$ cat src/rtl/core/ghrb_pkg.sv
// Shared types, constants, arctangent table and sequencer program of the navigator.
package ghrb_pkg;

  localparam int CORDIC_STEPS = 24;
  localparam int MAX_STEPS    = 40;
  localparam int STEPS        = (CORDIC_STEPS > MAX_STEPS) ? MAX_STEPS : CORDIC_STEPS;
  localparam int CNT_W        = $clog2(STEPS);
  localparam int PC_W         = 6;

  localparam logic signed [33:0] DEG_TO_BAM = 34'sd320255973;
  localparam logic signed [33:0] RANGE_MUL  = 34'sd312823969;
  localparam logic signed [52:0] CORDIC_GAIN_Q30 = 53'sd652032874;
  localparam logic [34:0]        RANGE_MAX  = 35'd20020706000;

  localparam logic signed [30:0] TGT_LAT_RST = 31'sd459448010;
  localparam logic signed [31:0] TGT_LON_RST = -32'sd666422750;

  // configuration register indexes
  localparam logic REG_TARGET_LAT = 1'b0;
  localparam logic REG_TARGET_LON = 1'b1;

  typedef enum logic [3:0] {
    OP_NOP, OP_CAPTURE, OP_VEC_HEAD, OP_VEC_GOAL, OP_VEC_RANGE, OP_ROT_HALF,
    OP_ROT_FULL, OP_CORDIC, OP_MUL_LO, OP_MUL_HI, OP_STORE, OP_SQRT_H,
    OP_SQRT_R, OP_SQRT, OP_DONE
  } op_e;

  typedef enum logic [3:0] {
    M_NONE, M_DLAT, M_DLON, M_LAT, M_TLAT, M_S1, M_S2, M_CL, M_CB, M_QQ, M_RNG
  } msel_e;

  typedef enum logic [3:0] {
    D_NONE, D_HEAD, D_GOAL, D_S1, D_S2, D_CL1, D_CL2, D_A, D_B, D_C, D_H,
    D_Q, D_R, D_ANG, D_RNG
  } dst_e;

  typedef enum logic {CS_IDLE, CS_RUN} ctl_state_e;

  typedef struct packed {
    op_e   op;
    msel_e msel;
    dst_e  dst;
  } dp_cmd_t;

  typedef struct packed {
    logic cordic_last;
    logic sqrt_last;
    logic out_free;
  } dp_sts_t;

  function automatic logic [31:0] atan_tab(input logic [5:0] idx);
    logic [31:0] v;
    case (idx)
      6'd0:  v = 32'd536870912;
      6'd1:  v = 32'd316933406;
      6'd2:  v = 32'd167458907;
      6'd3:  v = 32'd85004756;
      6'd4:  v = 32'd42667331;
      6'd5:  v = 32'd21354465;
      6'd6:  v = 32'd10680862;
      6'd7:  v = 32'd5340245;
      6'd8:  v = 32'd2670163;
      6'd9:  v = 32'd1335087;
      6'd10: v = 32'd667544;
      6'd11: v = 32'd333772;
      6'd12: v = 32'd166886;
      6'd13: v = 32'd83443;
      6'd14: v = 32'd41722;
      6'd15: v = 32'd20861;
      6'd16: v = 32'd10430;
      6'd17: v = 32'd5215;
      6'd18: v = 32'd2608;
      6'd19: v = 32'd1304;
      6'd20: v = 32'd652;
      6'd21: v = 32'd326;
      6'd22: v = 32'd163;
      6'd23: v = 32'd81;
      6'd24: v = 32'd41;
      6'd25: v = 32'd20;
      6'd26: v = 32'd10;
      6'd27: v = 32'd5;
      6'd28: v = 32'd3;
      6'd29: v = 32'd1;
      6'd30: v = 32'd1;
      default: v = 32'd0;
    endcase
    return v;
  endfunction

  // Sequencer program: one command per entry, iterative commands repeat until done.
  function automatic dp_cmd_t ucode(input logic [PC_W-1:0] pc);
    dp_cmd_t c;
    case (pc)
      6'd0:  c = '{OP_VEC_HEAD,  M_NONE, D_NONE};
      6'd1:  c = '{OP_CORDIC,    M_NONE, D_NONE};
      6'd2:  c = '{OP_STORE,     M_NONE, D_HEAD};
      6'd3:  c = '{OP_VEC_GOAL,  M_NONE, D_NONE};
      6'd4:  c = '{OP_CORDIC,    M_NONE, D_NONE};
      6'd5:  c = '{OP_STORE,     M_NONE, D_GOAL};
      6'd6:  c = '{OP_MUL_LO,    M_DLAT, D_NONE};
      6'd7:  c = '{OP_MUL_HI,    M_DLAT, D_NONE};
      6'd8:  c = '{OP_ROT_HALF,  M_NONE, D_NONE};
      6'd9:  c = '{OP_CORDIC,    M_NONE, D_NONE};
      6'd10: c = '{OP_STORE,     M_NONE, D_S1};
      6'd11: c = '{OP_MUL_LO,    M_DLON, D_NONE};
      6'd12: c = '{OP_MUL_HI,    M_DLON, D_NONE};
      6'd13: c = '{OP_ROT_HALF,  M_NONE, D_NONE};
      6'd14: c = '{OP_CORDIC,    M_NONE, D_NONE};
      6'd15: c = '{OP_STORE,     M_NONE, D_S2};
      6'd16: c = '{OP_MUL_LO,    M_LAT,  D_NONE};
      6'd17: c = '{OP_MUL_HI,    M_LAT,  D_NONE};
      6'd18: c = '{OP_ROT_FULL,  M_NONE, D_NONE};
      6'd19: c = '{OP_CORDIC,    M_NONE, D_NONE};
      6'd20: c = '{OP_STORE,     M_NONE, D_CL1};
      6'd21: c = '{OP_MUL_LO,    M_TLAT, D_NONE};
      6'd22: c = '{OP_MUL_HI,    M_TLAT, D_NONE};
      6'd23: c = '{OP_ROT_FULL,  M_NONE, D_NONE};
      6'd24: c = '{OP_CORDIC,    M_NONE, D_NONE};
      6'd25: c = '{OP_STORE,     M_NONE, D_CL2};
      6'd26: c = '{OP_MUL_LO,    M_S1,   D_NONE};
      6'd27: c = '{OP_MUL_HI,    M_S1,   D_NONE};
      6'd28: c = '{OP_STORE,     M_NONE, D_A};
      6'd29: c = '{OP_MUL_LO,    M_S2,   D_NONE};
      6'd30: c = '{OP_MUL_HI,    M_S2,   D_NONE};
      6'd31: c = '{OP_STORE,     M_NONE, D_B};
      6'd32: c = '{OP_MUL_LO,    M_CL,   D_NONE};
      6'd33: c = '{OP_MUL_HI,    M_CL,   D_NONE};
      6'd34: c = '{OP_STORE,     M_NONE, D_C};
      6'd35: c = '{OP_MUL_LO,    M_CB,   D_NONE};
      6'd36: c = '{OP_MUL_HI,    M_CB,   D_NONE};
      6'd37: c = '{OP_STORE,     M_NONE, D_H};
      6'd38: c = '{OP_SQRT_H,    M_NONE, D_NONE};
      6'd39: c = '{OP_SQRT,      M_NONE, D_NONE};
      6'd40: c = '{OP_STORE,     M_NONE, D_Q};
      6'd41: c = '{OP_MUL_LO,    M_QQ,   D_NONE};
      6'd42: c = '{OP_MUL_HI,    M_QQ,   D_NONE};
      6'd43: c = '{OP_SQRT_R,    M_NONE, D_NONE};
      6'd44: c = '{OP_SQRT,      M_NONE, D_NONE};
      6'd45: c = '{OP_STORE,     M_NONE, D_R};
      6'd46: c = '{OP_VEC_RANGE, M_NONE, D_NONE};
      6'd47: c = '{OP_CORDIC,    M_NONE, D_NONE};
      6'd48: c = '{OP_STORE,     M_NONE, D_ANG};
      6'd49: c = '{OP_MUL_LO,    M_RNG,  D_NONE};
      6'd50: c = '{OP_MUL_HI,    M_RNG,  D_NONE};
      6'd51: c = '{OP_STORE,     M_NONE, D_RNG};
      default: c = '{OP_DONE,    M_NONE, D_NONE};
    endcase
    return c;
  endfunction

endpackage

$ cat src/rtl/core/ghrb_ctrl.sv
// Sequencer: steps the datapath through the program for one fix.
module ghrb_ctrl import ghrb_pkg::*; (
  input  logic    clk_i,
  input  logic    rst_ni,
  input  logic    in_valid_i,
  output logic    in_ready_o,
  input  dp_sts_t sts_i,
  output dp_cmd_t cmd_o
);

  ctl_state_e      state_q, state_d;
  logic [PC_W-1:0] pc_q, pc_d;
  dp_cmd_t         prog;
  logic            adv;

  assign prog = ucode(pc_q);

  always_comb begin
    case (prog.op)
      OP_CORDIC: adv = sts_i.cordic_last;
      OP_SQRT:   adv = sts_i.sqrt_last;
      OP_DONE:   adv = sts_i.out_free;
      default:   adv = 1'b1;
    endcase
  end

  // next state
  always_comb begin
    state_d = state_q;
    pc_d    = pc_q;
    case (state_q)
      CS_IDLE: begin
        if (in_valid_i) begin
          state_d = CS_RUN;
          pc_d    = '0;
        end
      end
      CS_RUN: begin
        if (adv) begin
          if (prog.op == OP_DONE) begin
            state_d = CS_IDLE;
          end else begin
            pc_d = pc_q + 1'b1;
          end
        end
      end
      default: state_d = CS_IDLE;
    endcase
  end

  // outputs
  always_comb begin
    in_ready_o = 1'b0;
    cmd_o      = '{OP_NOP, M_NONE, D_NONE};
    case (state_q)
      CS_IDLE: begin
        in_ready_o = 1'b1;
        if (in_valid_i) cmd_o = '{OP_CAPTURE, M_NONE, D_NONE};
      end
      CS_RUN:  cmd_o = prog;
      default: cmd_o = '{OP_NOP, M_NONE, D_NONE};
    endcase
  end

  always_ff @(posedge clk_i or negedge rst_ni) begin
    if (!rst_ni) begin
      state_q <= CS_IDLE;
      pc_q    <= '0;
    end else begin
      state_q <= state_d;
      pc_q    <= pc_d;
    end
  end

endmodule

$ cat config.mk
export PLATFORM = sky130hd
export DESIGN_NAME = ghrb_ctrl
export DESIGN_NICKNAME = d
export VERILOG_FILES = /design/src/rtl/core/ghrb_pkg.sv /design/src/rtl/core/ghrb_ctrl.sv
export SDC_FILE = /design/constraint.sdc
export NUM_CORES = 1
export LEC_CHECK = 0
export BUFFER_PORTS_ARGS = -buffer_cell sky130_fd_sc_hd__buf_2
export CAP_MARGIN = 30
export CORE_MARGIN = 10
export CORE_UTILIZATION = 43
export CTS_BUF_LIST = sky130_fd_sc_hd__clkbuf_8
export DETAILED_ROUTE_END_ITERATION = 10
export HOLD_SLACK_MARGIN = 0.06
export SETUP_SLACK_MARGIN = 0.3
export SLEW_MARGIN = 10
export SYNTH_ARGS = -nofsm -noshare
export SYNTH_HDL_FRONTEND = slang
export SYNTH_SLANG_ARGS = --single-unit
$ cat constraint.sdc
create_clock -name clk_i -period 3.8 [get_ports clk_i]
set_clock_uncertainty 0.05 [all_clocks]
set_input_delay 0.38 -clock clk_i [delete_from_list [all_inputs] [get_ports clk_i]]
set_output_delay 0.38 -clock clk_i [all_outputs]
set_load 0.005 [all_outputs]
* Word level (Yosys, flattened, before mapping)
Memory sizes are Yosys's and may differ from the RTL's.
Cells that the tools add are included.
** Cells by class
- Reduce and logical (&&, ||, !) cells :: 1
- Bitwise operators :: 1
- Mux-type cells :: 12
- Add/sub/neg operators :: 1
- Equal/unequal tests :: 6
** Operators with widths (number)
- 12-bit case mux with 2 select lines :: 1
- 6-bit 2-to-1 mux :: 3
- 6-bit case mux with 2 select lines :: 1
- 9-bit 2-to-1 mux :: 1
- 4-bit equality test, second input constant :: 2
- 6-bit by 1-bit adder with 6-bit output, second input constant :: 1
- 4-bit by 3-bit equality test with 1-bit output, second input constant :: 1
- 1-bit 2-to-1 mux :: 4
- 2-bit != test, second input constant :: 2
- 1-bit case mux with 3 select lines :: 1
- 3-bit AND reduction :: 1
- 2-bit by 1-bit != test with 1-bit output, second input constant :: 1
- 1-bit case mux with 2 select lines :: 1
- 1-bit inverter :: 1
** Word-level totals
- Memories :: 1
- Memory bits (read-only) :: 768
- Flip-flop bits (word level) :: 7
- Output and inout port bits :: 13
- Logic and storage cells :: 24
** Memories
- (name not given) :: depth 64, width 12, rd ports 1, clocked after memory_dff 0, write ports 0, RTL line ghrb_pkg.sv:93 : case (pc)

* Logic depth before layout (Yosys ltp)
Gate-level depths: netlist of the first run.
An unclocked memory read counts as a cell.
- Word-level depth :: 5
- Gate-level depth with buffers :: 12
- Gate-level depth less buffers :: 10

* Worst setup path before layout of the first run
OpenSTA, ideal clock, no wires.
- Kind :: register to register
- From :: register pc_q[0]
- To :: register pc_q[4]
- Period minus slack after synthesis :: 2.813 ns
- Cell stages (with the launch flop) :: 13
- Setup slack :: 0.987 ns
- Data required time :: 3.631 ns
- Arrival time :: 2.643 ns
- Setup time :: 0.119 ns
- Buffers on the path :: 2
- Path through :: dfrtp_1 -> clkbuf_1 -> inv_1 -> ha_1 -> clkbuf_1 -> nand2b_1 -> mux2i_1 -> a2111oi_2 -> a21oi_1 -> a41o_1 -> a31oi_4 -> mux2i_1 -> nand2_1
** Between the ends
- Word-level cells in the longest chain between the ends :: 5
** Ends and longest elaborated chain
- start: declaration :: RTL line ghrb_ctrl.sv:12 : logic [PC_W-1:0] pc_q, pc_d;
- start signal: assignment :: RTL line ghrb_ctrl.sv:71 : pc_q <= pc_d;
- memory read 64 x 12 bit
- 4-bit equality test (tied with other cells) :: RTL line ghrb_ctrl.sv:19, ghrb_ctrl.sv:40
- 1-bit case mux with 3 select lines :: RTL line ghrb_ctrl.sv:19 : case (prog.op)
- 2-bit by 1-bit != test with 1-bit output (no source line)
- 3-bit AND reduction (no source line)
Several ways; a longest one is shown, not always the timed one. The select of a mux whose other input is x is not followed.
A chain may end at the register's enable or synchronous reset.

* Worst setup path after layout of the first run
Ends and elaborated chain as after synthesis.

==> results of run 1 <==
==> metal layers <==
layer	wire, um	GRT usage, %
met1	1720	18.4
met2	1840	21.9
met3	196	1.17
met4	51	4.95
met5	0	0
==> critical path, delay by kind of cell, from the launching register on <==
kind	cells	cell delay, ns
buffers and inverters	1	0.18
DFF	1	0.56
adders and majority gates	1	0.48
muxes	1	0.23
and+or+nand+nor	2	0.34
AOI/OAI and AO/OA	5	1.27
==> metrics by stage <==
stage	cells	hold slack (ns)	power [mW]	cell area (um2)
after floorplan	180	0.0344	1.20	1330
final	225	0.316	1.65	1470
after global routing	225	0.310	1.80	1470
after detailed placement	220	0.169	1.52	1410
after CTS	225	0.319	1.64	1470
after global placement	220	0.164	1.53	1410
==> final timing paths <==
check,from,to,slack (ns),cells after the start
max,pc_q[0],pc_q[4],0.57,10
min,sts_i[0],state_q,0.32,2
max reg2reg,pc_q[0],pc_q[4],0.57,10
min reg2reg,pc_q[1],pc_q[1],0.64,2
max in group asynchronous,rst_ni,pc_q[3],3.09,2
min in group asynchronous,rst_ni,pc_q[1],0.46,2
==> what timing repair did <==
| item | in CTS | in global routing |
|---|---|---|
| setup endpoints to repair | 0 | 0 |
| hold endpoints to repair | 7 | 0 |
| hold buffers | 1 | 0 |
==> sequential cells by signal (all words and copies together), names as in the netlist <==
register  flops
state_q       1
pc_q          6
==> Yosys cell counts (2+ instances only) <==
library cell,number
nor2b_1,8
buf_4,2
o21ai_0,10
buf_2,5
and2_1,4
a211oi_1,3
o221ai_1,4
nand2b_1,4
a22oi_1,3
o22ai_1,4
nand3_1,8
a31oi_1,7
buf_6,3
inv_1,4
nor3_1,2
nor2_1,17
clkbuf_1,7
a21oi_1,11
nand2_1,14
o21ai_1,2
ha_1,9
o211ai_1,5
a22o_1,2
mux2i_1,6
dfrtp_1,7
nand3b_1,2
a311oi_1,2
==> layout make-up <==
class,count,area [um2]
fill,300,1540
multi-input combinational,148,1020
sequential,7,175
timing repair buffer,26,153
clock buffer,3,41.3
tap,33,41.3
inverter,7,28.8
clock inverter,1,3.75
==> cells by family (layout without fill, tap and decap cells) <==
kind of cell,Yosys count,in the layout,synth area share [%]
AO/OA/AOI/OAI,67,67,37.1
AND/OR/NAND/NOR,64,64,24.0
buffers and inverters,25,37,9.96
adder cells (fa/ha/maj),9,9,8.46
multiplexers,8,8,7.33
flip-flops,7,7,13.2
==> power by group through the flow <==
| stage | clock [mW] | sequential [mW] | combinational, mW |
|---|---|---|---|
| 2_1_floorplan | 0 | 0.150 | 1.05 |
| 5_1_grt | 0.110 | 0.259 | 1.43 |
| 3_5_place_dp | 0 | 0.243 | 1.28 |
| 4_1_cts | 0.103 | 0.243 | 1.30 |
| 6_report | 0.0999 | 0.247 | 1.30 |
| 3_3_place_gp | 0 | 0.242 | 1.28 |
==> impl_results.md, run 1 <==
- Status: completed
- Final setup violation count: 0
- Achievable frequency: 310 MHz
- Fin util: 48.8%
- Die width: 75.6 um
- RSZ-0062 raised after global routing: no
- Setup repair bufs after CTS: 0
- Synth top area cells: dfrtp_1 (13%), ha_1 (8.5%), nor2_1 (4.8%)
- Initial antenna violation count: 0
- CTS buffer count: 3
- Pre-antenna DRT Iters: 4
- Yosys warnings: 0
- Die area: 5720 um2
- Crit Path Max Fanout: 12
- Mapped Cells: 180
- H-tree depth: 1
- Detailed-placement wirelength estimate: 2.77 mm
- Post-Synthesis Net Count: 195
- Crit. End Element: flop
- GRT Residual Overflow: 0
- Critical Path AT: 3.29 ns
- Nets: 208
- Final WL: 3.81 mm
- CP Launch Type: flop
- WL per Instance: 16.9 um
- Commonest non-fill, non-tap cell in the layout: buf_2
- Clock Latency Late Sink: 0.23 ns
- Maxcap violations: 0
- Most frequent cells in the layout: buf_2 (18), nor2_1 (17), nand2_1 (14), a21oi_1 (11), o21ai_0 (10)
- Slew margin rel.: 44.4%
- Ordered cell list for the critical path: inv_1 -> ha_1 -> and2_1 -> o41ai_4 -> o2111ai_1 -> o21a_2 -> a41o_1 -> a31oi_4 -> mux2i_1 -> nand2_1
- Worst setup margin: 0.569 ns
- Iter 0 DRT Violations: 179
- CTS clk-pin slew, worst paths: 0.04 ns
- Max Transition Viols Final: 0
- Clock Sinks: 7
- Register area share after synthesis: 13.2%
- Core box area: 3000 um2
- Ys async rst share: 100%
- Final-report hold violation count: 0
- Setup TNS: 0 ns
- Io pins: 19
- Synth area leader: dfrtp_1
- Vias: 1411
- DR DRC count: 0
- Pre-CTS WS: 0.631 ns
- Synthesized area per cell: 7.40 um2
- Placer Congestion: 0.935
- Resized cells post-CTS: 0
- Clock share of power: 6.1%
- Distinct cells, synth: 52
- Worst Path Required: 3.86 ns
- NetSw: 0.915 mW
- EDFF count, synth: 0
- Number of global-route vias before repair: 1296
- Synthesized cell area: 1330 um2
- Top-area cell type share of the netlist area: 13.2%
- Antenna Cells: 0
- Layout cells sized above 1: 18.2%
- Row Count: 20
- Antenna Violating Nets Remaining: 0
- CP Class: reg2reg
- Comb pwr share: 78.9%
- Maximum VDD drop: 0.000654 V
- CTS tree: yes
- Tcrit/Tclk final: 85.0%
- HP Class: in2reg
- All-Layer GR Usage: 13.6%
- Synthesized flop and latch total: 7
- Fin crit period: 3.23 ns
- Slew @ Worst Pin: 0.834 ns
- Vert. Die Dim: 75.6 um
- Vias per std cell: 6.27
- Effective utilization at floorplan: 44.3%
- Seq pwr share: 15.0%
- Sw frac: 55.6%
- Clock root buffer: clkbuf_8
- CP max stage delay: 0.56 ns
- P_int: 0.731 mW
- Largest net degree at the start of global routing: 25
- Critical-path top delay cell: dfrtp_1
- Pwr/cell area: 1120 nW/um2
- Primary FF master, synth: dfrtp_1
- Syn-to-layout area delta: 10.2%
- Leak pwr: 0.624 nW
- PortBufs: 18
- First-pass GRT wire length: 6.31 mm
- Clock tree buffer depth: 2
Note: power is estimated with default switching activity, not from simulation.
==> run 2: changes to the inputs <==
--- a/config.mk
+++ b/config.mk
@@ -12,6 +12,7 @@
 export CTS_BUF_LIST = sky130_fd_sc_hd__clkbuf_8
 export DETAILED_ROUTE_END_ITERATION = 10
 export HOLD_SLACK_MARGIN = 0.06
+export PLACE_DENSITY = 0.67
 export SETUP_SLACK_MARGIN = 0.3
 export SLEW_MARGIN = 10
 export SYNTH_ARGS = -nofsm -noshare
==> impl_results.md, run 2 (synthesis results as in run 1) <==
- Maxcap violations: 0 (unchanged)
- CTS tree: yes
- Number of global-route vias before repair: 1376 (+6.2%)
- Worst Hold Margin: 0.310 ns (-0.00544 ns)
- WL per Instance: 17.2 um (+1.7%)
- Core box area: 3000 um2 (unchanged)
- Final-report hold violation count: 0 (unchanged)
- Io pins: 19 (unchanged)
- GRT Residual Overflow: 0 (unchanged)
- Maximum VDD drop: 0.000526 V (-20%)
- Nets: 207 (-0.48%)
- Placed cell count: 219 (-0.45%)
- Slew @ Worst Pin: 0.770 ns (-0.0640 ns)
- Setup TNS: 0 ns (unchanged)
- Worst Path Required: 3.86 ns (about the same)
- Syn-to-layout area delta: 9.59%
- CP Launch Type: flop
- CTS clk-pin slew, worst paths: 0.04 ns (about the same)
- Metal2 WL: 1.83 mm (-0.54%)
- All-Layer GR Usage: 14.4% (+0.79 points)
- Achievable frequency: 307 MHz (-0.66%)
- Crit. End Element: flop
- Non-Filler Instances: 224 (-0.44%)
- Final setup violation count: 0 (unchanged)
- Most frequent cells in the layout: buf_2 (18), nor2_1 (17), nand2_1 (14), a21oi_1 (11), o21ai_0 (10)
- RSZ-0062 raised after global routing: no
- Leak pwr: 0.619 nW (-0.82%)
- Placer Congestion: 0.942 (+0.66%)
- Reg with most FFs: pc_q
- Tcrit/Tclk final: 85.6% (+0.57 points)
- Die width: 75.6 um (unchanged)
- Layout cells sized above 1: 17.8% (-0.43 points)
- Antenna Violating Nets Remaining: 0 (unchanged)
- Setup repair bufs after CTS: 0 (unchanged)
- Clock Latency Late Sink: 0.23 ns (about the same)
- Clock root buffer: clkbuf_8
- Row Count: 20 (unchanged)
- HP Class: in2reg
- CTS buffer count: 3 (unchanged)
- Clock Sinks: 7 (unchanged)
- Pre-antenna DRT Iters: 4 (unchanged)
- Detailed-placement wirelength estimate: 2.78 mm (+0.34%)
- Clock tree buffer depth: 2 (unchanged)
- Vias: 1445 (+2.4%)
- Effective utilization at floorplan: 44.3% (unchanged)
- Met1 Wirelength: 1.72 mm (-0.23%)
- Largest net degree at the start of global routing: 25 (unchanged)
- Met3 WL: 253 um (+29%)
- Final Power: 1.64 mW (-0.21%)
- Vias per std cell: 6.45 (+2.9%)
- First-pass GRT wire length: 6.60 mm (+4.6%)
- Pwr/cell area: 1130 nW/um2 (+0.30%)
- Status: completed
- Placed cell area: 1400 um2 (-0.53%)
- Commonest non-fill, non-tap cell in the layout: buf_2
- Final Instance Area: 1460 um2 (-0.51%)
- Top flop regs: pc_q (6), state_q (1)
- DR DRC count: 0 (unchanged)
- Vert. Die Dim: 75.6 um (unchanged)
- Crit Path Max Fanout: 12 (unchanged)
- Max Transition Viols Final: 0 (unchanged)
- Die area: 5720 um2 (unchanged)
- H-tree depth: 1 (unchanged)
- Slew margin rel.: 48.7% (+4.3 points)
- Fin crit period: 3.25 ns (+0.0215 ns)
- Final WL: 3.85 mm (+1.2%)
- Antenna Cells: 0 (unchanged)
- Max reg flops: 6 (unchanged)
- Initial antenna violation count: 0 (unchanged)
- Top sig layer: met4
- CP Class: reg2reg
- Critical Path AT: 3.31 ns (+0.02 ns)
- Iter 0 DRT Violations: 341 (+91%)
- PortBufs: 18 (unchanged)
## run 2: changes by cell type in the layout (fill, tap and decap cells not counted), sizes merged
cell	delta
buf	-1
## run 2: final timing paths
kind                          start       to  slack [ns]  cells after the start
max                         pc_q[0]  pc_q[3]        0.55                     10
min                        sts_i[0]  state_q        0.31                      2
max reg2reg                 pc_q[0]  pc_q[3]        0.55                     10
min reg2reg                 pc_q[1]  pc_q[1]        0.62                      2
max in group asynchronous    rst_ni  pc_q[3]        3.07                      2
min in group asynchronous    rst_ni  pc_q[5]        0.47                      2
## run 2: metrics by stage
step           utilization [%]  setup slack, ns
6_report                  48.6            0.548
5_1_grt                   48.6            0.350
4_1_cts                   48.6            0.577
3_5_place_dp              46.8            0.611
3_3_place_gp              46.8            0.736
2_1_floorplan                -            0.987
## run 2: power breakdown
group | total [mW] | internal (mW) | switching [mW]
Combinational | 1.29 | 0.543 | 0.747
Clock | 0.102 | 0.0698 | 0.0325
Sequential | 0.250 | 0.111 | 0.139
## run 2: routing by layer
metal  up-vias  track usage (%)
met3         8             2.99
met5         -                0
met1       689             19.3
met4         0             5.57
met2        57             21.9
li1        691                -
## run 2: what timing repair did
action	in CTS	in global routing
hold buffers	1	0
gates resized for setup	0	0
hold endpoints to repair	7	0
## run 2: final cells by class
| class | count | area (um2) |
|---|---|---|
| multi-input cells | 148 | 1020 |
| inverters | 7 | 28.8 |
| fillers | 293 | 1540 |
| clock inverters | 1 | 3.75 |
| clock buffers | 3 | 41.3 |
| flip-flops and latches | 7 | 175 |
| repair buffers | 25 | 145 |
| well taps | 33 | 41.3 |
## run 2: critical path, cell delays in order (launching register included)
cell and delay (ns):
dfrtp_1 0.57, inv_1 0.19, ha_1 0.49, and2_1 0.29, o41ai_4 0.34, o2111ai_1 0.18
o21a_2 0.17, a41o_1 0.27, a31oi_4 0.28, nand2_1 0.09, a22o_1 0.20
==> run 3: changes to the inputs <==
--- a/config.mk
+++ b/config.mk
@@ -12,7 +12,7 @@
 export CTS_BUF_LIST = sky130_fd_sc_hd__clkbuf_8
 export DETAILED_ROUTE_END_ITERATION = 10
 export HOLD_SLACK_MARGIN = 0.06
-export PLACE_DENSITY = 0.67
+export PLACE_DENSITY_LB_ADDON = 0.2
 export SETUP_SLACK_MARGIN = 0.3
 export SLEW_MARGIN = 10
 export SYNTH_ARGS = -nofsm -noshare
==> impl_results.md, run 3 (synthesis results as in run 1) <==
- Pwr/cell area: 1120 nW/um2 (-0.43%)
- Comb pwr share: 80.5% (+2.0 points)
- Fin util: 49.1% (+0.50 points)
- Tcrit/Tclk final: 85.3% (-0.29 points)
- Maximum VDD drop: 0.000699 V (+33%)
- WL per Instance: 17.2 um (-0.24%)
- Slew @ Worst Pin: 0.757 ns (-0.0127 ns)
- Iter 0 DRT Violations: 265 (-22%)
- Placed cell count: 221 (+0.91%)
- Vert. Die Dim: 75.6 um (unchanged)
- Placer Congestion: 0.879 (-6.6%)
- Final setup violation count: 0 (unchanged)
- Max Transition Viols Final: 0 (unchanged)
- Setup TNS: 0 ns (unchanged)
- Worst setup margin: 0.559 ns (+0.0111 ns)
- Die width: 75.6 um (unchanged)
- Syn-to-layout area delta: 10.7%
- Reg with most FFs: pc_q
- FF-to-FF setup slack: 0.56 ns (about the same)
- Crit. End Element: flop
- Status: completed
- CTS clk-pin slew, worst paths: 0.04 ns (about the same)
- NetSw: 0.915 mW (-0.30%)
- GRT Residual Overflow: 0 (unchanged)
- Row Count: 20 (unchanged)
- Reg2reg start: pc_q[0]
- Largest net degree at the start of global routing: 22 (-12%)
- Final WL: 3.88 mm (+0.65%)
- Max reg flops: 6 (unchanged)
- Vias per std cell: 6.25 (-3.1%)
- Clock tree buffer depth: 2 (unchanged)
- Maxcap violations: 0 (unchanged)
- H-tree depth: 1 (unchanged)
- Resized cells post-CTS: 0 (unchanged)
- Antenna Violating Nets Remaining: 0 (unchanged)
- CTS tree: yes
- Pre-antenna DRT Iters: 5 (+1)
- Pre-CTS WS: 0.619 ns (+0.00802 ns)
- Initial antenna violation count: 0 (unchanged)
- Io pins: 19 (unchanged)
- Worst Path Required: 3.86 ns (about the same)
- CP Capture Point: pc_q[4]
- Clock Latency Late Sink: 0.22 ns (about the same)
- Number of global-route vias before repair: 1316 (-4.4%)
- CP startpoint: pc_q[0]
- Non-Filler Instances: 226 (+0.89%)
- FF-to-FF End: pc_q[4]
- Slew margin rel.: 49.5% (+0.85 points)
- Leak pwr: 0.628 nW (+1.6%)
- HP Start: sts_i[0]
- P_int: 0.737 mW (+1.7%)
- Achievable frequency: 309 MHz (+0.34%)
- Critical Path AT: 3.30 ns (about the same)
- Detailed-placement wirelength estimate: 2.82 mm (+1.7%)
- PortBufs: 18 (unchanged)
- CTS buffer count: 3 (unchanged)
- HP Class: in2reg
- Sw frac: 55.4% (-0.49 points)
- Final-report hold violation count: 0 (unchanged)
- DR DRC count: 0 (unchanged)
- CP Launch Type: flop
- Nets: 209 (+0.97%)
- Fin crit period: 3.24 ns (-0.0111 ns)
- Clock share of power: 6.0% (-0.2 points)
- Vias: 1412 (-2.3%)
- CP Class: reg2reg
- RSZ-0062 raised after global routing: no
- First-pass GRT wire length: 6.58 mm (-0.21%)
- Clock root buffer: clkbuf_8
- Crit Path Max Fanout: 12 (unchanged)
- Seq pwr share: 13.5% (-1.7 points)
- Antenna Cells: 0 (unchanged)
- All-Layer GR Usage: 14.1% (-0.27 points)
- Commonest non-fill, non-tap cell in the layout: buf_2
- Most frequent cells in the layout: buf_2 (18), nor2_1 (17), nand2_1 (14), a21oi_1 (11), o21ai_0 (10)
- Reg2Reg Depth: 10 (unchanged)
- Layout cells sized above 1: 18.7% (+0.85 points)
- Setup repair bufs after CTS: 0 (unchanged)
- Effective utilization at floorplan: 44.3% (unchanged)
- Clock Sinks: 7 (unchanged)
- Core box area: 3000 um2 (unchanged)
- Die area: 5720 um2 (unchanged)
- Top flop regs: pc_q (6), state_q (1)
[run 3: per-stage QoR]
stage                     instance area (um2)  total power, mW  hold slack, ns
after global placement                   1420             1.53           0.164
after detailed placement                 1420             1.54           0.168
after global routing                     1470             1.84           0.321
after CTS                                1470             1.65           0.305
final                                    1470             1.65           0.305
after floorplan                          1330             1.20          0.0344
[run 3: critical path, cell delays in order, from the launching register on]
cell	delay, ns
dfrtp_1	0.57
inv_1	0.18
ha_1	0.49
and2_1	0.29
o41ai_4	0.32
o2111ai_1	0.18
o21a_2	0.21
a41o_1	0.27
a31oi_4	0.28
mux2i_1	0.22
nand2_1	0.06
[run 3: what timing repair did]
action / CTS / global route
hold buffers: 1 / 0
endpoints found under the hold margin: 7 / 0
setup endpoints to repair: 0 / 0
[run 3: per-layer routing]
metal / vias to the layer above / part of all wire, % / track usage, %
met5: - / 0 / 0
met4: 0 / 0.21 / 4.33
met3: 2 / 5.8 / 1.69
met2: 47 / 47 / 22.3
met1: 664 / 47 / 19.4
li1: 699 / - / -
[run 3: power by group through the flow]
stage          logic, mW  registers [mW]  clock network, mW
2_1_floorplan       1.05           0.150                  0
3_3_place_gp        1.31           0.220                  0
3_5_place_dp        1.32           0.221                  0
4_1_cts             1.33           0.220              0.102
5_1_grt             1.49           0.236              0.108
6_report            1.33           0.223             0.0988
[run 3: how the worst min path moves through the flow]
| stage | end | slack, ns | cells past startpoint |
|---|---|---|---|
| 5_1_grt | state_q | 0.32 | 2 |
| 2_1_floorplan | pc_q[0] | 0.03 | 0 |
| 3_5_place_dp | pc_q[4] | 0.17 | 1 |
| 3_3_place_gp | pc_q[1] | 0.16 | 1 |
| 6_report | state_q | 0.30 | 2 |
| 4_1_cts | state_q | 0.30 | 2 |
[run 3: area by class of cell]
| class | count | area, um2 |
|---|---|---|
| tap | 33 | 41.3 |
| inverter | 7 | 28.8 |
| sequential | 7 | 175 |
| fill | 296 | 1530 |
| multi-input combinational | 148 | 1020 |
| clock inverter | 1 | 3.75 |
| timing repair buffer | 27 | 160 |
| clock buffer | 3 | 41.3 |
